==> config.mk <==
export PLATFORM = sky130hd
export DESIGN_NAME = bounded_set_table_top
export DESIGN_NICKNAME = d
export VERILOG_FILES = /design/src/rtl/core/bst_pkg.sv /design/src/rtl/core/bst_ctrl.sv /design/src/rtl/core/bst_dpath.sv /design/src/rtl/core/bounded_set_table_top.sv
export SDC_FILE = /design/constraint.sdc
export NUM_CORES = 2
export LEC_CHECK = 0
export BUFFER_PORTS_ARGS = -buffer_cell sky130_fd_sc_hd__buf_2
export CORE_ASPECT_RATIO = 1.2
export CORE_UTILIZATION = 40
export CTS_CLUSTER_SIZE = 10
export DETAILED_ROUTE_END_ITERATION = 10
export SLEW_MARGIN = 30
export SYNTH_ARGS = -nofsm -noshare
export SYNTH_HDL_FRONTEND = slang
export SYNTH_SLANG_ARGS = --single-unit
==> constraint.sdc <==
create_clock -name clk_i -period 11.5 [get_ports clk_i]
set_clock_uncertainty 0.05 [all_clocks]
set_input_delay 1.15 -clock clk_i [delete_from_list [all_inputs] [get_ports clk_i]]
set_output_delay 1.15 -clock clk_i [all_outputs]
set_load 0.02 [all_outputs]
==> src/rtl/core/bst_pkg.sv <==
// Shared types and constants for the bounded set table.
package bst_pkg;

  localparam int unsigned Capacity = 64;
  localparam int unsigned ElemW    = 16;
  localparam int unsigned CntW     = $clog2(Capacity + 1);
  localparam int unsigned LogCap   = $clog2(Capacity);
  localparam int unsigned OpW      = 2;
  localparam int unsigned OutCntW  = 7;

  typedef enum logic [OpW-1:0] {
    OP_INSERT = 2'd0,
    OP_DELETE = 2'd1,
    OP_QUERY  = 2'd2,
    OP_RSVD   = 2'd3
  } op_e;

  typedef enum logic {
    ST_IDLE = 1'b0,
    ST_EXEC = 1'b1
  } state_e;

  typedef struct packed {
    logic load;
    logic exec;
  } cmd_t;

endpackage

==> src/rtl/core/bst_ctrl.sv <==
// Controller: sequences accept and execute of one word.
module bst_ctrl (
  input  logic              clk_i,
  input  logic              rst_ni,
  input  logic              start_i,
  output logic              busy_o,
  output bst_pkg::cmd_t     cmd_o
);

  bst_pkg::state_e state_q, state_d;

  always_ff @(posedge clk_i or negedge rst_ni) begin
    if (!rst_ni) begin
      state_q <= bst_pkg::ST_IDLE;
    end else begin
      state_q <= state_d;
    end
  end

  always_comb begin
    state_d = state_q;
    unique case (state_q)
      bst_pkg::ST_IDLE: begin
        if (start_i) state_d = bst_pkg::ST_EXEC;
      end
      bst_pkg::ST_EXEC: state_d = bst_pkg::ST_IDLE;
      default:          state_d = bst_pkg::ST_IDLE;
    endcase
  end

  always_comb begin
    cmd_o  = '0;
    busy_o = 1'b0;
    unique case (state_q)
      bst_pkg::ST_IDLE: cmd_o.load = start_i;
      bst_pkg::ST_EXEC: begin
        cmd_o.exec = 1'b1;
        busy_o     = 1'b1;
      end
      default: ;
    endcase
  end

endmodule

==> src/rtl/core/bst_dpath.sv <==
// Datapath: row of compare-and-shift cells, count and result registers.
module bst_dpath (
  input  logic                          clk_i,
  input  logic                          rst_ni,
  input  bst_pkg::cmd_t                 cmd_i,
  input  logic [bst_pkg::OpW-1:0]       operation_i,
  input  logic [bst_pkg::ElemW-1:0]     element_i,
  output logic                          strobe_o,
  output logic                          was_present_o,
  output logic [bst_pkg::OutCntW-1:0]   element_count_o,
  output logic                          set_full_o,
  output logic                          set_empty_o,
  output logic                          insert_dropped_o
);

  bst_pkg::op_e                      op_q;
  logic [bst_pkg::ElemW-1:0]         elem_q;
  logic [bst_pkg::ElemW-1:0]         cells_q [bst_pkg::Capacity];
  logic [bst_pkg::ElemW-1:0]         cells_d [bst_pkg::Capacity];
  logic [bst_pkg::CntW-1:0]          count_q, count_d;
  logic [bst_pkg::Capacity-1:0]      match_v, shift_v;
  logic                              present, do_ins, do_del, dropped, full_now;

  logic                              strobe_q, present_q, full_q, empty_q, dropped_q;
  logic [bst_pkg::OutCntW-1:0]       cnt_out_q;

  always_ff @(posedge clk_i) begin
    if (cmd_i.load) begin
      op_q   <= bst_pkg::op_e'(operation_i);
      elem_q <= element_i;
    end
  end

  always_comb begin
    for (int i = 0; i < bst_pkg::Capacity; i++) begin
      match_v[i] = (count_q > bst_pkg::CntW'(i)) && (cells_q[i] == elem_q);
    end
    present = |match_v;
    // prefix OR marks the matching cell and every cell above it
    shift_v = match_v;
    for (int k = 0; k < bst_pkg::LogCap; k++) begin
      shift_v = shift_v | (shift_v << (1 << k));
    end
  end

  assign full_now = (count_q == bst_pkg::CntW'(bst_pkg::Capacity));

  always_comb begin
    do_ins  = 1'b0;
    do_del  = 1'b0;
    dropped = 1'b0;
    unique case (op_q)
      bst_pkg::OP_INSERT: begin
        do_ins  = !present && !full_now;
        dropped = !present && full_now;
      end
      bst_pkg::OP_DELETE: do_del = present;
      bst_pkg::OP_QUERY,
      bst_pkg::OP_RSVD:   ;
      default:            ;
    endcase
  end

  always_comb begin
    count_d = count_q;
    if (do_ins) count_d = count_q + bst_pkg::CntW'(1);
    else if (do_del) count_d = count_q - bst_pkg::CntW'(1);
  end

  always_comb begin
    for (int i = 0; i < bst_pkg::Capacity; i++) begin
      cells_d[i] = cells_q[i];
      if (do_del && shift_v[i] && (i < bst_pkg::Capacity - 1)) begin
        cells_d[i] = cells_q[(i + 1) % bst_pkg::Capacity];
      end else if (do_ins && (count_q == bst_pkg::CntW'(i))) begin
        cells_d[i] = elem_q;
      end
    end
  end

  always_ff @(posedge clk_i) begin
    if (cmd_i.exec) begin
      cells_q   <= cells_d;
      present_q <= present;
      cnt_out_q <= bst_pkg::OutCntW'(count_d);
      full_q    <= (count_d == bst_pkg::CntW'(bst_pkg::Capacity));
      empty_q   <= (count_d == '0);
      dropped_q <= dropped;
    end
  end

  always_ff @(posedge clk_i or negedge rst_ni) begin
    if (!rst_ni) begin
      count_q  <= '0;
      strobe_q <= 1'b0;
    end else begin
      strobe_q <= cmd_i.exec;
      if (cmd_i.exec) count_q <= count_d;
    end
  end

  assign strobe_o         = strobe_q;
  assign was_present_o    = present_q;
  assign element_count_o  = cnt_out_q;
  assign set_full_o       = full_q;
  assign set_empty_o      = empty_q;
  assign insert_dropped_o = dropped_q;

endmodule

==> src/rtl/core/bounded_set_table_top.sv <==
// Top level of the bounded set table.
// An accepted word is registered, then executed; its results and the strobe are registered at the end of execute.
// A new word is accepted only while idle, never while busy_o is high; busy_o is high for the single execute cycle.
// All member compares and the delete shift happen in that execute cycle across 64 cells.
// Reset: asynchronous, active low; clears the count and the FSM, the cells stay unknown.
// The result strobe lasts one cycle and cannot be stalled by the receiver.
module bounded_set_table_top (
  input  logic                          clk_i,
  input  logic                          rst_ni,
  input  logic                          start_i,
  output logic                          busy_o,
  input  logic [bst_pkg::OpW-1:0]       operation_i,
  input  logic [bst_pkg::ElemW-1:0]     element_i,
  output logic                          strobe_o,
  output logic                          was_present_o,
  output logic [bst_pkg::OutCntW-1:0]   element_count_o,
  output logic                          set_full_o,
  output logic                          set_empty_o,
  output logic                          insert_dropped_o
);

  bst_pkg::cmd_t cmd;

  bst_ctrl u_ctrl (
    .clk_i   (clk_i),
    .rst_ni  (rst_ni),
    .start_i (start_i),
    .busy_o  (busy_o),
    .cmd_o   (cmd)
  );

  bst_dpath u_dpath (
    .clk_i            (clk_i),
    .rst_ni           (rst_ni),
    .cmd_i            (cmd),
    .operation_i      (operation_i),
    .element_i        (element_i),
    .strobe_o         (strobe_o),
    .was_present_o    (was_present_o),
    .element_count_o  (element_count_o),
    .set_full_o       (set_full_o),
    .set_empty_o      (set_empty_o),
    .insert_dropped_o (insert_dropped_o)
  );

endmodule

==> results.ini <==
[clocking]
cts_tree = built
cts_hold_buf = 0
cts.clk_slew.worst_paths_ps = 60
clk_latency_ps = 790
cts_resized = 0
cts_root_buffer = clkbuf_16
ctsHtreeMaxLevel = 3
cts.path.max_buffers = 3
post_cts_buffers = 0
cts.sinks = 1062
numCtsBuffers = 121

[place]
place_hpwl_um = 121000
portBuffers = 33
place_area_um2 = 63400
pre_cts_ws_ps = 4130
place_congestion = 0.938

[timing]
post-route-min-period_ps = 7750
setup_viol = 0
drv_slew = 0
hold_viol_final = 0
fmax_mhz = 129
fin_ws_ps = 3750
fin_tns_setup_ps = 0
worstMarginPinSlew_ps = 1070
relSlewSlack_pct = 28.3
rsz0062_at_grt = false
post-route-period-util_pct = 67.4

[drt]
dr.pass1.iters = 8
wl_met3_um = 11400
drc_errors = 1
wl_met2_um = 87600
wl_um = 176000
drt-met1-wl_um = 69800
vias = 38700
via_per_inst = 5.82
top_layer_used = met5
routedWlPerCell_um = 26.5
drtAntennaViolNets = 0
drtIter0Drc = 2803

[yosys]
synthMuxAreaShare_pct = 18.5
synth_top_family_by_area = multiplexers
yosys.area_share.simple_pct = 8.82
synth-edff-count = 1053
async_reset_ff_share_pct = 0.847
synth_fa_ha_area_share_pct = 0.0814
ys_seq_area_share_pct = 51.8
yosys_warnings = 0
synthXorXnorAreaFrac_pct = 14.6
ys.flop_type = edfxtp_1
syn_inst = 4669
synth_compound_area_share_pct = 2.92
ys_types = 93
netlist_area_um2 = 61500
syn_area_per_cell_um2 = 13.2
ys_ff_latch = 1062
syn_nets = 4694

[layout]
final_cell_mix = 1,053 x edfxtp_1, 1,006 x mux2_2, 552 x xnor2_1
area_growth_pct = 8.76
drive_above_1_share_pct = 29.5
final_common_cell = edfxtp_1
fin_util_pct = 43.8
design_area_um2 = 66900
nNetsFinal = 4613
fillers = 13700

[global_route]
grt.overflow.total = 0
grt_use_total_pct = 22.2
grt_max_degree = 103
grt_pass1_vias = 39800
grt_pass1_wl_um = 260000
antenna_found_initial = 7

[setup_path]
arrival_ps = 8080
worstSetupPathType = reg -> reg
reg2reg_from = u_dpath.count_q[0]
cp-startpoint = u_dpath.count_q[0]
endpoint_kind = flip-flop
critical_path_required_ps = 11840
cp_max_fo = 25
setup.worst_path.start_class = flip-flop
rrSetupSlack_ps = 3750

[pwr]
leakagePower_nw = 20.7
total_power_mw = 9.17
ir_worst_vdd_uv = 135
power_density_nw_per_um2 = 137

[floorplanning]
die_x_um = 360
num_rows = 157
core_area_um2 = 153000
io_pins = 34
start_util_pct = 40.3
die_area_um2 = 155000
die_y_um = 432

[min_path]
hold_class = in -> async

[status]
status = finished, violations left
violations = DRC

[job]
drv_cap = 0

## per-stage QoR
stage,std cells,hold slack (ps)
6_report,6639,290
3_3_place_gp,6450,530
5_1_grt,6635,276
4_1_cts,6633,214
3_5_place_dp,6450,534
2_1_floorplan,4669,378
## report_power, final
part / switching [mW] / leakage, nW / total [mW] / internal, mW
Combinational: 0.921 / 9.48 / 1.33 / 0.409
Sequential: 0.0494 / 9.59 / 4.34 / 4.29
Clock: 1.56 / 1.65 / 3.50 / 1.95
Total: 2.53 / 20.7 / 9.17 / 6.64
## cell usage after synthesis, drive strengths merged (7+ instances only)
cell	count	area share, %
a211oi	7	0.085
a21oi	50	0.47
a31oi	22	0.23
and2	9	0.092
and3	8	0.081
and4b	7	0.11
buf	217	2.3
clkbuf	140	0.85
dfrtp	9	0.37
edfxtp	1053	51
inv	17	0.10
mux2	1009	18
nand2	106	0.65
nand2b	15	0.16
nand3	63	0.51
nand4	210	2.1
nand4b	12	0.17
nor2	153	0.99
nor2b	12	0.12
nor3	56	0.50
nor3b	10	0.14
nor4	176	1.8
nor4b	14	0.21
nor4bb	9	0.15
o21a	34	0.42
o21ai	47	0.39
o22ai	13	0.13
o31ai	9	0.13
or2	10	0.10
or3	16	0.16
or4	24	0.31
xnor2	552	7.9
xor2	474	6.8
## state kept, by name (all words and copies together), names as in the netlist
register	count
u_dpath.cells_q	1024
u_dpath.set_empty_o	1
u_dpath.was_present_o	1
u_dpath.strobe_o	1
u_dpath.insert_dropped_o	1
u_dpath.set_full_o	1
u_dpath.op_q	2
u_ctrl.state_q	1
u_dpath.elem_q	16
u_dpath.count_q	7
u_dpath.element_count_o	7
## logic make-up after synthesis
| group | Yosys count |
|---|---|
| xor gates and xnor gates | 1026 |
| muxes | 1010 |
| and+or+nand+nor | 935 |
| buffers and inverters | 376 |
| AOI/OAI and AO/OA | 256 |
| adders and majority gates | 4 |
| DFF | 1062 |
## critical path, stage by stage, from the launching register on
cell,delay (ps)
dfrtp_1,950
ha_1,700
inv_1,150
a31oi_1,790
o21ai_0,460
nand3_1,230
nand4_1,230
nor4_1,420
nand3_1,640
nor3_2,780
buf_4,330
nand2_1,120
nor2_1,690
a32o_1,800
## cell type report
| class | instances | area [um2] | share of cell area [%] |
|---|---|---|---|
| Clock inverter | 19 | 204 | 0.305 |
| Tap cell | 1987 | 2490 | 3.72 |
| Sequential cell | 1062 | 31800 | 47.6 |
| Timing Repair Buffer | 153 | 1270 | 1.90 |
| Multi-Input combinational cell | 3231 | 27800 | 41.5 |
| Antenna cell | 4 | 10.0 | 0.0150 |
| Inverter | 19 | 71.3 | 0.107 |
| Clock buffer | 164 | 3220 | 4.82 |
## layer usage
metal	vias to the layer above	GRT usage (%)
li1	17300	-
met1	19600	26.5
met2	1352	39.1
met3	402	4.03
met4	6	9.00
met5	-	0
## worst paths after layout
check                                            end  cells past startpoint
worst max-delay path            u_dpath.cells_q[226]                     13
worst min-delay path                  u_ctrl.state_q                      1
worst max register to register  u_dpath.cells_q[226]                     13
worst min register to register  u_dpath.cells_q[451]                      1
max in group asynchronous             u_ctrl.state_q                      1
min in group clk_i                 u_dpath.elem_q[4]                      1
(Power assumes the default switching activity.)
